`config.mk`:
```
export PLATFORM = sky130hd
export DESIGN_NAME = jvr_ctrl
export DESIGN_NICKNAME = d
export VERILOG_FILES = /design/src/hdl/jvr_pkg.sv /design/src/hdl/jvr_ctrl.sv
export SDC_FILE = /design/constraint.sdc
export NUM_CORES = 1
export LEC_CHECK = 0
export BUFFER_PORTS_ARGS = -buffer_cell sky130_fd_sc_hd__buf_2
export CELL_PAD_IN_SITES_DETAIL_PLACEMENT = 1
export CELL_PAD_IN_SITES_GLOBAL_PLACEMENT = 1
export CORE_MARGIN = 4
export CORE_UTILIZATION = 25
export DETAILED_ROUTE_END_ITERATION = 10
export PLACE_DENSITY = 0.63
export SLEW_MARGIN = 20
export SYNTH_ARGS = -nofsm -noshare
export SYNTH_HDL_FRONTEND = slang
export SYNTH_SLANG_ARGS = --single-unit
```
`constraint.sdc`:
```
create_clock -name clk -period 2.9 [get_ports clk]
set_input_delay 0.145 -clock clk [delete_from_list [all_inputs] [get_ports clk]]
set_output_delay 0.145 -clock clk [all_outputs]
set_load 0.05 [all_outputs]
```
`src/hdl/jvr_pkg.sv`:
```
// Package for the jog velocity ramp integrator: widths, types and datapath operation codes.
package jvr_pkg;

  localparam int AXES    = 4;
  localparam int AXIS_W  = 2;
  localparam int CFG_W   = 31;
  localparam int DT_W    = 16;
  localparam int VAL_W   = 32;
  localparam int PROD_W  = CFG_W + DT_W;
  localparam int MUL_A_W = VAL_W + 3;
  localparam int MUL_B_W = DT_W + 1;
  localparam int MOV_W   = 64;
  localparam int SUM_W   = 48;
  localparam int DIV_CNT_W = 5;

  localparam logic [1:0] REG_HALF_SPAN  = 2'd0;
  localparam logic [1:0] REG_MAX_SPEED  = 2'd1;
  localparam logic [1:0] REG_ACCEL_RATE = 2'd2;
  localparam logic [1:0] REG_DECEL_RATE = 2'd3;

  typedef struct packed {
    logic [CFG_W-1:0] half_span;
    logic [CFG_W-1:0] max_speed;
    logic [CFG_W-1:0] accel_rate;
    logic [CFG_W-1:0] decel_rate;
  } cfg_t;

  typedef enum logic [3:0] {
    OP_NONE,
    OP_LOAD,
    OP_MUL_DEC,
    OP_MUL_ACC,
    OP_PARTIAL,
    OP_DIV_START,
    OP_DIV_STEP,
    OP_FULL,
    OP_SNAP,
    OP_COAST,
    OP_MAC,
    OP_SUM,
    OP_WRITE
  } dp_op_t;

  typedef struct packed {
    logic axis_ok;
    logic decel_need;
    logic accel_need;
    logic over;
    logic partial;
    logic div_done;
    logic phase_dec;
    logic out_free;
  } dp_status_t;

  typedef enum logic [3:0] {
    ST_IDLE,
    ST_CHK_DEC,
    ST_TEST,
    ST_DIV,
    ST_MAC_PH,
    ST_CHK_ACC,
    ST_COAST,
    ST_MAC_CO,
    ST_SUM,
    ST_WRITE
  } state_t;

endpackage

```
`src/hdl/jvr_ctrl.sv`:
```
// Controller state machine that sequences the ramp phases through the datapath.
module jvr_ctrl (
  input  logic                 clk,
  input  logic                 rst_n,
  input  logic                 in_valid,
  output logic                 in_ready,
  input  jvr_pkg::dp_status_t  status,
  output jvr_pkg::dp_op_t      op
);
  import jvr_pkg::*;

  state_t state_r, state_nxt;

  always_ff @(posedge clk) begin
    if (!rst_n) begin
      state_r <= ST_IDLE;
    end else begin
      state_r <= state_nxt;
    end
  end

  always_comb begin
    state_nxt = state_r;
    op        = OP_NONE;
    in_ready  = 1'b0;
    case (state_r)
      ST_IDLE: begin
        in_ready = 1'b1;
        if (in_valid) begin
          op        = OP_LOAD;
          state_nxt = ST_CHK_DEC;
        end
      end
      ST_CHK_DEC: begin
        if (!status.axis_ok) begin
          state_nxt = ST_WRITE;
        end else if (status.decel_need) begin
          op        = OP_MUL_DEC;
          state_nxt = ST_TEST;
        end else begin
          state_nxt = ST_CHK_ACC;
        end
      end
      ST_TEST: begin
        if (status.partial) begin
          op        = OP_PARTIAL;
          state_nxt = ST_MAC_PH;
        end else begin
          op        = OP_DIV_START;
          state_nxt = ST_DIV;
        end
      end
      ST_DIV: begin
        if (status.div_done) begin
          op        = OP_FULL;
          state_nxt = ST_MAC_PH;
        end else begin
          op = OP_DIV_STEP;
        end
      end
      ST_MAC_PH: begin
        op        = OP_MAC;
        state_nxt = status.phase_dec ? ST_CHK_ACC : ST_COAST;
      end
      ST_CHK_ACC: begin
        if (status.accel_need) begin
          if (status.over) begin
            op        = OP_SNAP;
            state_nxt = ST_COAST;
          end else begin
            op        = OP_MUL_ACC;
            state_nxt = ST_TEST;
          end
        end else begin
          state_nxt = ST_COAST;
        end
      end
      ST_COAST: begin
        op        = OP_COAST;
        state_nxt = ST_MAC_CO;
      end
      ST_MAC_CO: begin
        op        = OP_MAC;
        state_nxt = ST_SUM;
      end
      ST_SUM: begin
        op        = OP_SUM;
        state_nxt = ST_WRITE;
      end
      ST_WRITE: begin
        if (status.out_free) begin
          op        = OP_WRITE;
          state_nxt = ST_IDLE;
        end
      end
      default: state_nxt = ST_IDLE;
    endcase
  end

endmodule

```
==> Flow_metrics.wiki <==
{| class="wikitable"
! Metric !! Value
|-
| Count of hold-fix buffers inserted at cts || 0
|-
| Setup Crit Path Kind || register to output pin
|-
| Routed wirelength normalized by instance count || 14.4 um
|-
| Worst voltage drop across the vdd grid || 0.000295 V
|-
| Number of cells upsized or downsized after cts || 0
|-
| Signal arrival time at the worst endpoint || 1760 ps
|-
| Fmax || 526 MHz
|-
| DR iter-0 viols || 15
|-
| Critical Path Max Stage Delay || 630 ps
|-
| Max Slew Vio Count || 0
|-
| Total nets after synthesis || 78
|-
| Per-instance average area after synthesis || 6.93 um2
|-
| Share of cells above drive strength 1 || 25.0%
|-
| Library cells used by synthesis || 34
|-
| RSZ-0062 raised after global routing || no
|-
| Antenna violations before repair || 0
|-
| Chip Height || 51.1 um
|-
| Number of core rows || 15
|-
| Post-synth top area share || 17.3%
|-
| Iteration count of the initial detailed-routing pass || 4
|-
| Total I/O pin count || 16
|-
| Largest fanout of any net on the critical path || 16
|-
| Area of the mapped netlist || 464 um2
|-
| Logic gate share of total power || 67.9%
|-
| Root buf cell || clkbuf_4
|-
| Number of setup buffers added after CTS || 0
|-
| Leak || 0.223 nW
|-
| Global-route wire length before repair || 2590 um
|-
| Register area share after synthesis || 17.3%
|-
| Power share of the clock group || 10.0%
|-
| Power density relative to cell area || 1180 nW/um2
|-
| Horizontal extent of the die || 51.1 um
|-
| CTS max path bufs || 2
|-
| Die Outline Area || 2610 um2
|-
| Critical Path End Type || output pin
|-
| Count of nets left with antenna violations after detail routing || 0
|-
| Commonest register cell after synthesis || dfxtp_1
|-
| Slew Limit Headroom || 64.8%
|-
| Area growth from synthesis to layout || 21.8%
|-
| Result of the run || completed
|-
| Initial core utilization || 26.6%
|-
| TNS Setup || 0 ps
|-
| Switching component of the power || 0.400 mW
|-
| Final nets || 93
|-
| Final period util || 65.6%
|-
| Worst clock skew || 0.143 ps
|-
| Placer Congestion || 0.732
|-
| Reg clk slew, reported paths || 40 ps
|-
| Buffers on Ports || 15
|-
| Via count of the routed design || 548
|-
| Final setup vio count || 0
|-
| Area of the core region || 1750 um2
|-
| Critical path launch point type || register
|-
| Half-perimeter wire length after placement || 1120 um
|-
| Register bit count reported by yosys || 4
|-
| Internal power || 0.269 mW
|-
| Depth of the CTS H-tree || 1
|-
| Worst Hold Slack || 174 ps
|-
| Relative contribution of sequential cells to total power || 22.1%
|-
| Leading cell types by total area after synthesis || dfxtp_1, nand2b_1, o21ai_0, nand2_1, buf_2
|-
| Switching Fraction || 59.8%
|-
| Cell taking the most area after synthesis || dfxtp_1
|-
| Flip-flop count of the largest register, all copies and words added || 4
|-
| Number of global-route vias before repair || 529
|-
| Overall Global Routing Usage || 12.9%
|-
| Required time reported for the critical path endpoint || 2760 ps
|-
| Largest register by flop count || state_r
|-
| Leftover overflow at the end of global routing || 0
|-
| Total clock sinks || 4
|-
| Count of unresolved DRC violations after routing || 0
|-
| Max-cap violations || 0
|-
| Cts bufs inserted || 3
|-
| Buffering stage count on the worst path with inverters included || 2
|-
| Min Clock Period, post-route || 1900 ps
|-
| Number of hold violations in the final report || 0
|-
| Synthesis Warnings || 0
|-
| Clk Latency, worst-skew pair || 230 ps
|-
| Cell breakdown of the critical path || inv_1 -> nand2_1 -> o21ai_0 -> a221oi_1 -> buf_2
|-
| Worst-path cell with the longest stage delay || dfxtp_1
|-
| Path category of the worst min-delay check || input pin to register
|-
| Inserted Diodes || 0
|-
| Async set or reset register ratio after synthesis || 0%
|-
| Number of flops mapped to enable cells by yosys || 0
|-
| Critical path's top delay family || flip-flops
|-
| Via density || 5.22
|-
| Total Wirelength || 1510 um
|-
| Maximum number of pins on one net before global-route repair || 19
|-
| Syn Inst Count || 67
|-
| TritonCTS clock tree || yes
|-
| Transition time at the pin with the least slew margin || 527 ps
|-
| Largest registers || state_r (4)
|}
[worst register-to-register path, stage by stage, from the launching register on]
cell	delay (ps)
dfxtp_1	630
nor4b_1	390
a31oi_1	110
and3_1	210
o2bb2ai_1	160
[metal layers]
metal / part of all wire (%) / track usage, %
met1: 46 / 17.9
met2: 50 / 20.6
met3: 3.6 / 0.292
met4: 0 / 5.38
met5: 0 / 0
[path summary, 6_finish.rpt]
check	from	slack, ps	depth (start not counted)	end
worst max register to register	state_r[3]	1310	4	state_r[0]
worst min-delay path	rst_n	170	2	state_r[1]
worst min register to register	state_r[3]	820	2	state_r[3]
worst max-delay path	state_r[3]	1000	5	op[3]
[synth_stat cells, types with 3 or more instances]
master	number
a21oi_1	3
buf_2	4
dfxtp_1	4
nand2_1	6
nand2b_1	4
nand3_1	4
nor2_1	4
nor2b_1	3
o21ai_0	5
[per-stage QoR]
stage	cells	util, %	power, mW	cell area (um2)	worst slack [ps]
floorplan	67	-	0.503	464	737
global placement	102	31.1	0.595	543	1260
detailed placement	102	31.1	0.596	543	1230
CTS	105	32.4	0.671	566	990
global route	105	32.4	0.725	566	828
finish	105	32.4	0.669	566	998
[cells by family after synthesis]
family                 after synthesis  share of synthesized area (%)
buffers and inverters                7                           7.55
multiplexers                         1                           2.16
AO/OA/AOI/OAI                       19                           27.8
AND/OR/NAND/NOR                     36                           45.3
flip-flops                           4                           17.3
[cell usage in the layout, fill, tap and decap left out, types with 2 or more instances in the layout]
cell      count
clkbuf_4      3
nand2_1       6
nand4b_1      2
a21oi_1       3
nand3_1       4
a311oi_1      2
dfxtp_1       4
buf_2        15
inv_1         2
nor2_1        4
nor2b_1       3
nor3_1        2
and3_1        2
o21ai_0       5
nand2b_1      4
[power by group through the flow]
stage          clock network, mW  logic (mW)  registers, mW
2_1_floorplan                  0       0.415         0.0879
3_3_place_gp                   0       0.445          0.149
3_5_place_dp                   0       0.449          0.148
4_1_cts                   0.0689       0.457          0.146
5_1_grt                   0.0729       0.494          0.158
6_report                  0.0666       0.454          0.148
[final cells by class]
class / instances / area [um2]
tap: 25 / 31.3
timing repair buffer: 15 / 75.1
inverter: 2 / 7.51
sequential: 4 / 80.1
clock buffer: 3 / 22.5
multi-input combinational: 56 / 349
fill: 237 / 1180
Power figures use the tool's default switching activity.
