`src/hdl/jvr_pkg.sv`:
```
// Package for the jog velocity ramp integrator: widths, types and datapath operation codes.
package jvr_pkg;

  localparam int AXES    = 4;
  localparam int AXIS_W  = 2;
  localparam int CFG_W   = 31;
  localparam int DT_W    = 16;
  localparam int VAL_W   = 32;
  localparam int PROD_W  = CFG_W + DT_W;
  localparam int MUL_A_W = VAL_W + 3;
  localparam int MUL_B_W = DT_W + 1;
  localparam int MOV_W   = 64;
  localparam int SUM_W   = 48;
  localparam int DIV_CNT_W = 5;

  localparam logic [1:0] REG_HALF_SPAN  = 2'd0;
  localparam logic [1:0] REG_MAX_SPEED  = 2'd1;
  localparam logic [1:0] REG_ACCEL_RATE = 2'd2;
  localparam logic [1:0] REG_DECEL_RATE = 2'd3;

  typedef struct packed {
    logic [CFG_W-1:0] half_span;
    logic [CFG_W-1:0] max_speed;
    logic [CFG_W-1:0] accel_rate;
    logic [CFG_W-1:0] decel_rate;
  } cfg_t;

  typedef enum logic [3:0] {
    OP_NONE,
    OP_LOAD,
    OP_MUL_DEC,
    OP_MUL_ACC,
    OP_PARTIAL,
    OP_DIV_START,
    OP_DIV_STEP,
    OP_FULL,
    OP_SNAP,
    OP_COAST,
    OP_MAC,
    OP_SUM,
    OP_WRITE
  } dp_op_t;

  typedef struct packed {
    logic axis_ok;
    logic decel_need;
    logic accel_need;
    logic over;
    logic partial;
    logic div_done;
    logic phase_dec;
    logic out_free;
  } dp_status_t;

  typedef enum logic [3:0] {
    ST_IDLE,
    ST_CHK_DEC,
    ST_TEST,
    ST_DIV,
    ST_MAC_PH,
    ST_CHK_ACC,
    ST_COAST,
    ST_MAC_CO,
    ST_SUM,
    ST_WRITE
  } state_t;

endpackage

```
`src/hdl/jvr_regs.sv`:
```
// APB-style configuration register file.
module jvr_regs (
  input  logic               clk,
  input  logic               rst_n,
  input  logic               cfg_psel,
  input  logic               cfg_penable,
  input  logic               cfg_pwrite,
  input  logic [3:0]         cfg_paddr,
  input  logic [31:0]        cfg_pwdata,
  output logic [31:0]        cfg_prdata,
  output logic               cfg_pready,
  output jvr_pkg::cfg_t      cfg
);
  import jvr_pkg::*;

  cfg_t cfg_r;
  logic wr_en;

  assign cfg_pready = 1'b1;
  assign wr_en = cfg_psel & cfg_penable & cfg_pwrite;
  assign cfg = cfg_r;

  always_ff @(posedge clk) begin
    if (!rst_n) begin
      cfg_r.half_span  <= '0;
      cfg_r.max_speed  <= CFG_W'(65536);
      cfg_r.accel_rate <= CFG_W'(65536);
      cfg_r.decel_rate <= CFG_W'(65536);
    end else if (wr_en) begin
      case (cfg_paddr[3:2])
        REG_HALF_SPAN:  cfg_r.half_span  <= cfg_pwdata[CFG_W-1:0];
        REG_MAX_SPEED:  cfg_r.max_speed  <= cfg_pwdata[CFG_W-1:0];
        REG_ACCEL_RATE: cfg_r.accel_rate <= cfg_pwdata[CFG_W-1:0];
        REG_DECEL_RATE: cfg_r.decel_rate <= cfg_pwdata[CFG_W-1:0];
        default: ;
      endcase
    end
  end

  always_comb begin
    case (cfg_paddr[3:2])
      REG_HALF_SPAN:  cfg_prdata = {1'b0, cfg_r.half_span};
      REG_MAX_SPEED:  cfg_prdata = {1'b0, cfg_r.max_speed};
      REG_ACCEL_RATE: cfg_prdata = {1'b0, cfg_r.accel_rate};
      REG_DECEL_RATE: cfg_prdata = {1'b0, cfg_r.decel_rate};
      default:        cfg_prdata = '0;
    endcase
  end

endmodule

```
`config.mk`:
```
export PLATFORM = sky130hd
export DESIGN_NAME = jvr_regs
export DESIGN_NICKNAME = d
export VERILOG_FILES = /design/src/hdl/jvr_pkg.sv /design/src/hdl/jvr_regs.sv
export SDC_FILE = /design/constraint.sdc
export NUM_CORES = 1
export LEC_CHECK = 0
export BUFFER_PORTS_ARGS = -buffer_cell sky130_fd_sc_hd__buf_2
export CAP_MARGIN = 20
export CORE_ASPECT_RATIO = 2
export CORE_MARGIN = 3
export CORE_UTILIZATION = 29
export DETAILED_ROUTE_END_ITERATION = 6
export GPL_TIMING_DRIVEN = 0
export PLACE_DENSITY_LB_ADDON = 0.15
export SETUP_SLACK_MARGIN = 0.1
export SYNTH_ARGS = -nofsm -noshare
export SYNTH_HDL_FRONTEND = slang
export SYNTH_SLANG_ARGS = --single-unit
```
`constraint.sdc`:
```
create_clock -name clk -period 2.2 [get_ports clk]
set_clock_uncertainty 0.1 [all_clocks]
set_input_delay 0.44 -clock clk [delete_from_list [all_inputs] [get_ports clk]]
set_output_delay 0.44 -clock clk [all_outputs]
set_load 0.02 [all_outputs]
```
==> results.md, run 1 <==
Layout:
- The area growth from synthesis to layout is 35.5%.
- The register with the most flip-flops in the layout has 124 of them.
- Summing all multi-input logic gate instances after layout gives 2580 µm².
- The layout cell share with drive strength beyond 1 is 39.1%.
- The number of nets in the final layout is 734.
- At the end of the flow the core is filled with cells to 40.2%.
- After filler insertion, the fill cell instance count of the layout stands at 1771.
- Registers take 2480 µm².
- The most frequent standard cell in the layout excluding fill and tap cells is buf_2.
- The number of diodes added for antenna fixing is 0.
- The top cell types in the final layout, fill and taps aside, are buf_2, nand2_1, mux2i_1, dfxtp_1, mux4_2.

Floorplan:
- The region available for standard cell placement spans 17900 µm².
- During I/O placement, the number of pins put on the boundary was 198.
- Once the floorplan was initialized, standard cells occupied 29.7% of the core.
- The die area is 20100 µm².
- In this run the horizontal extent of the chip is 102 µm.
- The total number of placement rows is 69.
- Measured along the y axis, the die boundary spans 197 µm.

Yosys:
- The synthesized netlist cell count is 485.
- The number of register bits inferred by synthesis is 124.
- Summed over its instances, the top area cell type makes up 46.8% of the synthesized netlist area.
- The share of synthesized area occupied by flip-flops and latches is 46.8%.
- Sorting the synthesized cells by area gives the leading types as dfxtp_1, mux2i_1, mux4_2, nand2_1, buf_6.
- In this run the cell area of the synthesized design comes to 5310 µm².
- The mean instance size in the synthesized netlist is 10.9 µm².
- The number of nets in the synthesized netlist is 526.
- During synthesis, Yosys emitted a total of 0 warnings.
- Yosys mapped the design onto 17 distinct sky130hd cell types.
- The largest total area in the synthesized netlist belongs to dfxtp_1.

Power and ir drop:
- Internal power comes to 4310 µW.
- The leakage power of the design is 0.00355 µW.
- IR analysis of the VDD net gives a maximum drop of 0.440 mV.
- The fraction of power consumed by combinational cells is 7.2%.
- Power comes to 5610 µW.
- Of the total power, the share spent switching nets is 23.1%.
- The total power density per cell area is 780 nW/µm².
- The clock network is responsible for 51.8% of the overall power.
- The net switching component of the power is 1290 µW.
- The sequential share of power is 41.0%.

Route:
- The DRC violations left is 0.
- The residual antenna-violating net count after detailed routing is 0.
- The routed wire length is 17800 µm.
- Dividing the detail-routed via count by the number of cells gives 4.77.
- In the detailed route, the total length drawn on met2 is 9920 µm.
- The number of iterations in the first detailed-routing pass is 4.
- In the final routed layout, each cell accounts on average for 19.4 µm.
- Across all layers, the routed design uses 4383 vias.
- The detailed-route wire length on metal 1 is 6820 µm.
- Wire segments on met3 add up to 894 µm in the final route.
- The detailed router used layers up to and including met4.
- The first routing iteration left 105 violations.

STA:
- Setup violations remaining at the end of the flow were counted as 0.
- For the finished layout, the period the worst path requires is 2040 ps.
- The transition at the pin with the smallest max-transition slack is 782 ps.
- After layout, the worst path uses 92.5% of the clock period.
- The remaining max-slew budget at the tightest pin is 47.8%.
- The highest clock rate is 491 MHz.
- Setup repair after global routing left no endpoint under its margin.
- The final worst setup slack is 164 ps.
- The final-report max-slew violation count is 0.
- The final hold violation count is 0.

Critical path:
- Along the worst path, the maximum fanout reaches 10.
- The data required time of the worst path is 1660 ps.
- The slowest stage cell on the critical path is mux4_2.
- The cell depth of the worst flop-to-flop path is 2.
- The critical path start-end classification is input port to output port.
- The element type at the critical path end is an output port.
- The launching element of the worst setup path is cfg_paddr[2].
- The origin of the critical flop-to-flop path is cfg[73].
- The worst setup path is launched from an input port.
- Data arrives at the worst endpoint at 1500 ps.
- The delay of the slowest cell on the worst path is 510 ps.
- The signal on the critical path passes through buf_4, buf_12, mux4_2, buf_2.

Place:
- Detailed placement ended at an HPWL of 13200 µm.
- In this run the tool buffered the top-level ports with 189 buffer cells.
- The setup slack after placement is -285 ps.
- At the end of routability-driven placement, the weighted congestion stood at 0.766.

GRT:
- The global route total overflow is 0.
- The via count of the first global-routing pass is 4735.
- Entering global routing, the biggest net connects 17 pins.
- The number of antenna violations at the first check in global routing came to 0.
- Global routing consumed, over all layers together, 18.3% of the routing resources.
- The first global-routing pass estimated 27700 µm of wire.

Clocking:
- Clock-pin slew was measured on the worst setup and hold paths at 50 ps.
- The clock net in this run drives a total of 124 sinks.
- The cell at the root of the clock tree is clkbuf_16.
- TritonCTS built the clock tree.
- The count of buffers added by post-CTS timing repair for setup is 0.
- Counting the buffers created by CTS gives 17.
- The H-tree generated during clock tree synthesis spans 4 levels.
- The clock tree buffer depth is 2.
- The later pin in the worst-skew pair is clocked with a latency of 400 ps.

Worst hold path:
- The worst hold path depth is 3.
- The startpoint identified for the worst hold timing path is cfg_pwdata[16].
- The min-delay analysis places its worst path in the category input port to flip-flop.

Run status:
- The run finished with clean final reports.

Run:
- The tool flagged a number of max-cap violations equal to 0.
[critical path, delay by kind of cell]
family,cells,cell delay [ps]
buffers and inverters,3,530
multiplexers,1,510
[cells by family after synthesis]
logic type | after synthesis | synth area share [%]
flops | 124 | 46.8
buf+inv | 42 | 4.60
mux | 155 | 36.5
other cells | 2 | 0.142
simple gates | 162 | 11.9
[synthesized netlist by cell type]
cell type  number
buf_2          12
buf_4           7
buf_6           6
clkbuf_1       16
conb_1          2
dfxtp_1       124
inv_2           1
mux2i_1       124
mux4_2         31
nand2_1       152
nand3_1         1
nand4_1         1
nor2_1          1
nor2b_1         4
nor3_2          1
or2_1           1
or3_1           1
[layer usage]
layer	global-route usage (%)	vias to the layer above
met2	34.3	136
met1	20.2	2149
met4	5.52	0
met3	3.89	9
li1	-	2089
met5	0	-
[cell type report]
class / instances / share of cell area (%)
Buffer: 41 / 4.21
Tap cell: 213 / 3.71
Multi-Input combinational cell: 319 / 35.9
Inverter: 1 / 0.0522
Clock buffer: 20 / 6.07
Sequential cell: 124 / 34.5
Timing Repair Buffer: 189 / 13.2
Clock inverter: 12 / 2.38
[worst paths after layout]
path / end / slack, ps
setup / recovery: cfg_prdata[6] / 160
hold / removal: cfg[109] / 200
setup reg to reg: cfg[73] / 1430
hold reg to reg: cfg[29] / 370
[power by group through the flow]
stage	registers [µW]	clock network, µW	logic [µW]
global route	2300	3080	437
CTS	2300	2960	408
global placement	2350	0	393
floorplan	2380	0	206
finish	2300	2900	403
detailed placement	2350	0	398
[through the flow]
stage               hold slack [ps]  TNS [ps]  instance area [µm²]  instances
detailed placement              363     -7710                 6520        887
global route                    231         0                 7190        919
floorplan                       442         0                 5310        485
CTS                             185         0                 7170        919
finish                          203         0                 7190        919
global placement                356     -7030                 6520        887
[timing repair]
item	CTS	global route
gates resized for setup	13	5
setup endpoints to repair	31	23
hold buffers	0	0
Note: power is estimated with default switching activity, not from simulation.
==> run 2, diff against run 1 <==
--- a/config.mk
+++ b/config.mk
@@ -5,12 +5,12 @@
 export SDC_FILE = /design/constraint.sdc
 export NUM_CORES = 1
 export LEC_CHECK = 0
-export BUFFER_PORTS_ARGS = -buffer_cell sky130_fd_sc_hd__buf_2
 export CAP_MARGIN = 20
 export CORE_ASPECT_RATIO = 2
 export CORE_MARGIN = 3
 export CORE_UTILIZATION = 29
 export DETAILED_ROUTE_END_ITERATION = 6
+export DONT_BUFFER_PORTS = 1
 export GPL_TIMING_DRIVEN = 0
 export PLACE_DENSITY_LB_ADDON = 0.15
 export SETUP_SLACK_MARGIN = 0.1
==> results.md, run 2 (synthesis gave the netlist of run 1 again) <==
Run status:
- Run status: finished clean (unchanged).

Route:
- The number of violations reported at the end of detailed-routing iteration 0 is 99 (was 105).
- The DRC violations left is 0 (unchanged).
- The residual antenna-violating net count after detailed routing came to 0 (unchanged).
- The routed wire length came to 17300 µm (was 17800 µm).
- The uppermost layer routed is met4 (unchanged).
- The met3 wire length came to 1270 µm (was 894 µm).
- The met2 wire length is 9550 µm (was 9920 µm).
- The detailed-route vias per instance is 5.05 (was 4.77).
- The post-detailed-route wirelength per cell is 23.7 µm (was 19.4 µm).
- The via total after detailed routing is 3681 (was 4383).
- The number of iterations in the first detailed-routing pass was 6 (was 4).
- The detailed-route wire length on metal 1 is 6180 µm (was 6820 µm).

Critical path:
- The launching element of the worst setup path is cfg_paddr[2] (unchanged).
- The data required time of the worst path is 1660 ps (about the same).
- The origin of the critical flop-to-flop path is cfg[74] (was cfg[73]).
- The register-to-register path setup slack is 1290 ps (was 1430 ps).
- The kind of start point of the critical path is an input port (unchanged).
- The critical path start-end classification was input port to output port (unchanged).
- The peak fanout along the critical path is 10 (unchanged).
- The cell depth of the worst flop-to-flop path is 2 (unchanged).
- The critical register-to-register path endpoint is cfg[74] (was cfg[73]).
- The element type at the critical path end is an output port (unchanged).
- The arrival time of data at the critical path endpoint is 1480 ps (was 1500 ps).

Layout:
- The area growth from synthesis to layout came to 17.4% (was 35.5%).
- Commonest cells after routing, fill and taps aside: nand2_1, mux2i_1, dfxtp_1, mux4_2, clkbuf_1 (was buf_2, nand2_1, mux2i_1, dfxtp_1, mux4_2).
- The number of nets in the final layout is 545 (was 734).
- The final standard cell utilization of the core is 34.9% (was 40.2%).
- The flip-flop count of the largest register, all copies and words added is 124 (unchanged).
- The layout cell share with drive strength beyond 1 is 16.7% (was 39.1%).
- The most frequent standard cell in the layout excluding fill and tap cells is nand2_1 (was buf_2).
- The layout filler cell count was 1787 (was 1771).
- The number of diodes added for antenna fixing is 0 (unchanged).

Clocking:
- The cell at the root of the clock tree is clkbuf_16 (unchanged).
- The clock tree from TritonCTS is built (unchanged).
- The clock slew at the register clock pins of the worst setup and hold paths is 50 ps (about the same).
- The clock tree buffer depth is 2 (unchanged).
- The count of hold-fix buffers inserted at cts came to 0 (unchanged).
- The number of H-tree branching levels is 4 (unchanged).
- The total CTS buffers was 17 (unchanged).
- The CTS sink count is 124 (unchanged).
- The source-to-sink clock delay at the later pin of the worst-skew pair is 410 ps (was 400 ps).

Power and ir drop:
- The sequential share of power is 41.6% (was 41.0%).
- The switching power share of the total is 22.3% (was 23.1%).
- The total power density per cell area is 904 nW/µm² (was 780 nW/µm²).
- The leakage power of the design is 0.00258 µW (was 0.00355 µW).
- The clock power share came to 53.3% (was 51.8%).
- The internal power summed over all cells came to 4380 µW (was 4310 µW).
- The worst ir drop on vdd is 0.462 mV (was 0.440 mV).
- The net switching component of the power came to 1250 µW (was 1290 µW).
- The fraction of power consumed by combinational cells is 5.1% (was 7.2%).

STA:
- The setup total negative slack was 0 ps (unchanged).
- RSZ-0062 raised after global routing: false (unchanged).
- The highest clock rate is 494 MHz (was 491 MHz).
- The final critical path time including I/O delays and setup was 2020 ps (was 2040 ps).
- The setup violation total in the final timing report is 0 (unchanged).
- The final-report max-slew violation count is 0 (unchanged).
- The transition at the pin with the smallest max-transition slack is 757 ps (was 782 ps).
- The final hold violation count was 0 (unchanged).
- The remaining max-slew budget at the tightest pin came to 49.5% (was 47.8%).
- The share of the clock period used by the worst path after layout is 92.0% (was 92.5%).

Floorplan:
- The total number of placement rows was 69 (unchanged).
- The core box area is 17900 µm² (unchanged).
- The floorplan die height is 197 µm (unchanged).
- The die area is 20100 µm² (unchanged).
- The die outline width is 102 µm (unchanged).
- The count of boundary I/O pins was 198 (unchanged).
- The starting utilization of the core area is 29.7% (unchanged).

GRT:
- The number of antenna violations at the first check in global routing was 0 (unchanged).
- The global-route usage over all layers was 17.7% (was 18.3%).
- The global route total overflow was 0 (unchanged).
- The maximum number of pins on one net before global-route repair is 17 (unchanged).
- The global-route wire length before repair came to 25900 µm (was 27700 µm).
- The via count of the first global-routing pass is 4198 (was 4735).

Run:
- The max-cap violation count is 0 (unchanged).

Place:
- The placed wire-length estimate was 12500 µm (was 13200 µm).
- The final weighted congestion in routability-driven placement is 0.747 (was 0.766).
- The number of buffers added on ports is 0 (was 189).

Worst hold path:
- The capture endpoint of the worst hold path is cfg[109] (unchanged).
- The class of the worst hold path is input port to flip-flop (unchanged).
- The start point of the worst min-delay path is cfg_pwdata[16] (unchanged).
- The worst hold path depth is 2 (was 3).
run 2: cell count changes in the layout (fill, tap and decap cells not counted), sizes merged:
cell	change
clkinvlp	-3
clkinv	-2
buf	-189
clkbuf	+4
run 2: routing by layer:
metal | global-route usage [%] | vias to the layer above
li1 | - | 1707
met1 | 18.5 | 1798
met2 | 32.3 | 160
met3 | 5.80 | 16
met4 | 6.11 | 0
met5 | 0 | -
run 2: area by class of cell:
class / count / area (µm²) / area share (%)
tap: 213 / 267 / 4.28
sequential: 124 / 2480 / 39.8
inverter: 1 / 3.75 / 0.0603
clock buffer: 24 / 492 / 7.89
clock inverter: 7 / 135 / 2.17
multi-input combinational: 319 / 2580 / 41.4
buffer: 41 / 270 / 4.34
run 2: worst max-delay path, cell delays in order:
cell    delay, ps
buf_4         160
buf_6         210
buf_4         250
mux4_2        410
run 2: worst max-delay path by stage:
stage | to | slack [ps] | cells past startpoint
after floorplan | cfg_prdata[19] | 170 | 4
after global placement | cfg_prdata[19] | -190 | 4
after detailed placement | cfg_prdata[20] | -190 | 4
after CTS | cfg_prdata[5] | 120 | 3
after global routing | cfg_prdata[20] | 100 | 4
final | cfg_prdata[20] | 180 | 4
run 2: power by group through the flow:
stage / Clock [µW] / Sequential (µW) / Combinational [µW]
finish: 3000 / 2340 / 289
global route: 3160 / 2340 / 318
CTS: 3070 / 2340 / 297
detailed placement: 0 / 2390 / 291
global placement: 0 / 2390 / 287
floorplan: 0 / 2380 / 206
run 2: timing repair:
action | CTS | global route
setup buffers | 0 | 0
resized for setup | 9 | 1
endpoints found under the setup margin | 30 | 10
run 2: through the flow:
| step | cell area (µm²) | setup slack (ps) | std cells | power (µW) | hold WS (ps) |
|---|---|---|---|---|---|
| 6_report | 6230 | 176 | 729 | 5630 | 72.2 |
| 3_5_place_dp | 5570 | -191 | 698 | 2680 | 463 |
| 2_1_floorplan | 5310 | 173 | 485 | 2580 | 442 |
| 4_1_cts | 6230 | 121 | 729 | 5710 | 47.9 |
| 3_3_place_gp | 5570 | -193 | 698 | 2680 | 460 |
| 5_1_grt | 6230 | 105 | 729 | 5820 | 63.5 |
==> run 3, diff against run 2 <==
--- a/config.mk
+++ b/config.mk
@@ -13,7 +13,9 @@
 export DONT_BUFFER_PORTS = 1
 export GPL_TIMING_DRIVEN = 0
 export PLACE_DENSITY_LB_ADDON = 0.15
+export REMOVE_ABC_BUFFERS = 1
 export SETUP_SLACK_MARGIN = 0.1
+export SLEW_MARGIN = 20
 export SYNTH_ARGS = -nofsm -noshare
 export SYNTH_HDL_FRONTEND = slang
 export SYNTH_SLANG_ARGS = --single-unit
==> results.md, run 3 (synthesis gave the netlist of run 1 again) <==
Run status:
- Run status: finished clean (unchanged).

Route:
- The met3 wire length came to 819 µm (was 1270 µm).
- The detailed-route vias per instance is 4.98 (was 5.05).
- The residual antenna-violating net count after detailed routing was 0 (unchanged).
- The uppermost layer routed is met4 (unchanged).
- The number of violations reported at the end of detailed-routing iteration 0 is 90 (was 99).
- The via total after detailed routing is 3456 (was 3681).
- The met2 wire length came to 8390 µm (was 9550 µm).
- The detailed-route wire length on metal 1 came to 5010 µm (was 6180 µm).
- The routed wire length is 14600 µm (was 17300 µm).
- The DRC violations left is 0 (unchanged).
- The post-detailed-route wirelength per cell is 21.0 µm (was 23.7 µm).
- The number of iterations in the first detailed-routing pass is 5 (was 6).

GRT:
- The maximum number of pins on one net before global-route repair is 157 (was 17).
- The global-route wire length before repair came to 22000 µm (was 25900 µm).
- The global-route usage over all layers is 14.8% (was 17.7%).
- The via count of the first global-routing pass is 3774 (was 4198).
- The global route total overflow is 0 (unchanged).
- The number of antenna violations at the first check in global routing is 0 (unchanged).

STA:
- The remaining max-slew budget at the tightest pin came to 53.1% (was 49.5%).
- The final critical path time including I/O delays and setup is 1960 ps (was 2020 ps).
- The worst hold margin is 71.9 ps (was 72.2 ps).
- The final hold violation count was 0 (unchanged).
- The highest clock rate is 510 MHz (was 494 MHz).
- RSZ-0062 raised after global routing: false (unchanged).
- The share of the clock period used by the worst path after layout is 89.1% (was 92.0%).
- The final-report max-slew violation count is 0 (unchanged).
- The transition at the pin with the smallest max-transition slack was 703 ps (was 757 ps).
- The setup violation total in the final timing report is 0 (unchanged).

Power and ir drop:
- The internal power summed over all cells is 4360 µW (was 4380 µW).
- The switching power share of the total is 20.6% (was 22.3%).
- The total power density per cell area was 906 nW/µm² (was 904 nW/µm²).
- The sequential share of power is 42.6% (was 41.6%).
- The fraction of power consumed by combinational cells is 3.0% (was 5.1%).
- The worst ir drop on vdd is 0.473 mV (was 0.462 mV).
- The leakage power of the design is 0.00246 µW (was 0.00258 µW).
- The net switching component of the power is 1130 µW (was 1250 µW).
- The clock power share is 54.4% (was 53.3%).

Layout:
- The flip-flop count of the largest register, all copies and words added is 124 (unchanged).
- The area growth from synthesis to layout is 14.3% (was 17.4%).
- The number of diodes added for antenna fixing came to 0 (unchanged).
- The most frequent standard cell in the layout excluding fill and tap cells is nand2_1 (unchanged).
- The final standard cell utilization of the core is 33.9% (was 34.9%).
- The layout cell share with drive strength beyond 1 is 13.7% (was 16.7%).
- The number of nets in the final layout came to 509 (was 545).
- The final standard cell area without fillers is 6060 µm² (was 6230 µm²).
- Commonest cells after routing, fill and taps aside: nand2_1, mux2i_1, dfxtp_1, mux4_2, clkbuf_16 (was nand2_1, mux2i_1, dfxtp_1, mux4_2, clkbuf_1).

Critical path:
- Ordered list of cells on the worst path: mux4_2 (was buf_4, buf_6, buf_4, mux4_2).
- The origin of the critical flop-to-flop path is cfg[62] (was cfg[74]).
- The critical path start-end classification is flip-flop to output port (was input port to output port).
- The kind of start point of the critical path is a flip-flop (was input port).
- The kind of cell adding the most delay to the critical path was multiplexers (was buffers and inverters).
- The critical register-to-register path endpoint is cfg[62] (was cfg[74]).
- The register-to-register path setup slack is 1290 ps (about the same).
- The slowest stage cell on the critical path is mux4_2 (unchanged).
- The number of buffer and inverter instances along the worst setup path is 0 (was 3).
- The cell depth of the worst flop-to-flop path is 2 (unchanged).
- The data required time of the worst path is 1660 ps (about the same).
- The arrival time of data at the critical path endpoint is 1420 ps (was 1480 ps).
- The delay of the slowest cell on the worst path came to 610 ps (was 410 ps).
- The peak fanout along the critical path is 3 (was 10).
- The element type at the critical path end is an output port (unchanged).

Floorplan:
- The total number of placement rows is 69 (unchanged).
- The core box area was 17900 µm² (unchanged).
- The die area is 20100 µm² (unchanged).
- The floorplan die height is 197 µm (unchanged).
- The count of boundary I/O pins is 198 (unchanged).
- The starting utilization of the core area is 29.7% (unchanged).
- The die outline width is 102 µm (unchanged).

Clocking:
- The clock tree from TritonCTS is built (unchanged).
- The source-to-sink clock delay at the later pin of the worst-skew pair is 400 ps (was 410 ps).
- The clock tree buffer depth is 2 (unchanged).
- The count of hold-fix buffers inserted at cts is 0 (unchanged).
- The cell at the root of the clock tree is clkbuf_16 (unchanged).
- The count of instances resized after the clock tree is built is 0 (was 9).
- The count of buffers added by post-CTS timing repair for setup is 0 (unchanged).
- The clock slew at the register clock pins of the worst setup and hold paths was 60 ps (was 50 ps).
- The total CTS buffers came to 17 (unchanged).
- The CTS sink count is 124 (unchanged).
- The number of H-tree branching levels is 4 (unchanged).

Worst hold path:
- The start point of the worst min-delay path is cfg_pwdata[16] (unchanged).
- The capture endpoint of the worst hold path is cfg[109] (unchanged).
- The worst hold path depth is 2 (unchanged).
- The class of the worst hold path was input port to flip-flop (unchanged).

Place:
- The final weighted congestion in routability-driven placement is 0.732 (was 0.747).
- The placed wire-length estimate came to 9840 µm (was 12500 µm).
- The number of buffers added on ports was 0 (unchanged).
- The placed cell area is 5450 µm² (was 5570 µm²).

Run:
- The max-cap violation count is 0 (unchanged).
run 3: cell count changes in the layout (fill, tap and decap cells not counted), moves of 3 or more:
cell / delta
clkbuf_1: -12
buf_6: -10
buf_4: -9
buf_2: -6
clkbuf_8: -4
buf_8: +3
run 3: cell type report:
class,count,area [µm²]
clock inverter,8,165
timing repair buffer,5,92.6
tap,213,267
clock buffer,24,452
sequential,124,2480
multi-input combinational,319,2600
fill,1776,11800
inverter,1,3.75
run 3: per-stage QoR:
step | cells | total power [µW] | worst slack (ps) | setup TNS, ps
final | 694 | 5490 | 239 | 0
after global routing | 694 | 5690 | 187 | 0
after CTS | 694 | 5580 | 209 | 0
after detailed placement | 662 | 2560 | 275 | 0
after global placement | 657 | 2550 | -2260 | -159800
after floorplan | 444 | 2520 | -693 | -37760
run 3: layer usage:
metal / track usage [%] / up-vias
li1: - / 1631
met1: 14.5 / 1684
met2: 27.5 / 122
met3: 4.56 / 19
met4: 6.56 / 0
met5: 0 / -
run 3: worst max-delay path by stage:
| stage | end | start | slack, ps | depth (start not counted) |
|---|---|---|---|---|
| 6_report | cfg_prdata[13] | cfg[13] | 240 | 1 |
| 3_5_place_dp | cfg[96] | cfg_pwrite | 280 | 5 |
| 5_1_grt | cfg_prdata[13] | cfg[13] | 190 | 1 |
| 2_1_floorplan | cfg[31] | cfg_pwrite | -690 | 3 |
| 4_1_cts | cfg_prdata[13] | cfg[13] | 210 | 1 |
| 3_3_place_gp | cfg[47] | cfg_pwrite | -2260 | 3 |
run 3: power by group through the flow:
stage                     logic [µW]  clock network (µW)  registers, µW
final                            165                2990           2340
after global routing             180                3160           2340
after CTS                        169                3070           2340
after detailed placement         168                   0           2390
after global placement           163                   0           2390
after floorplan                  138                   0           2380
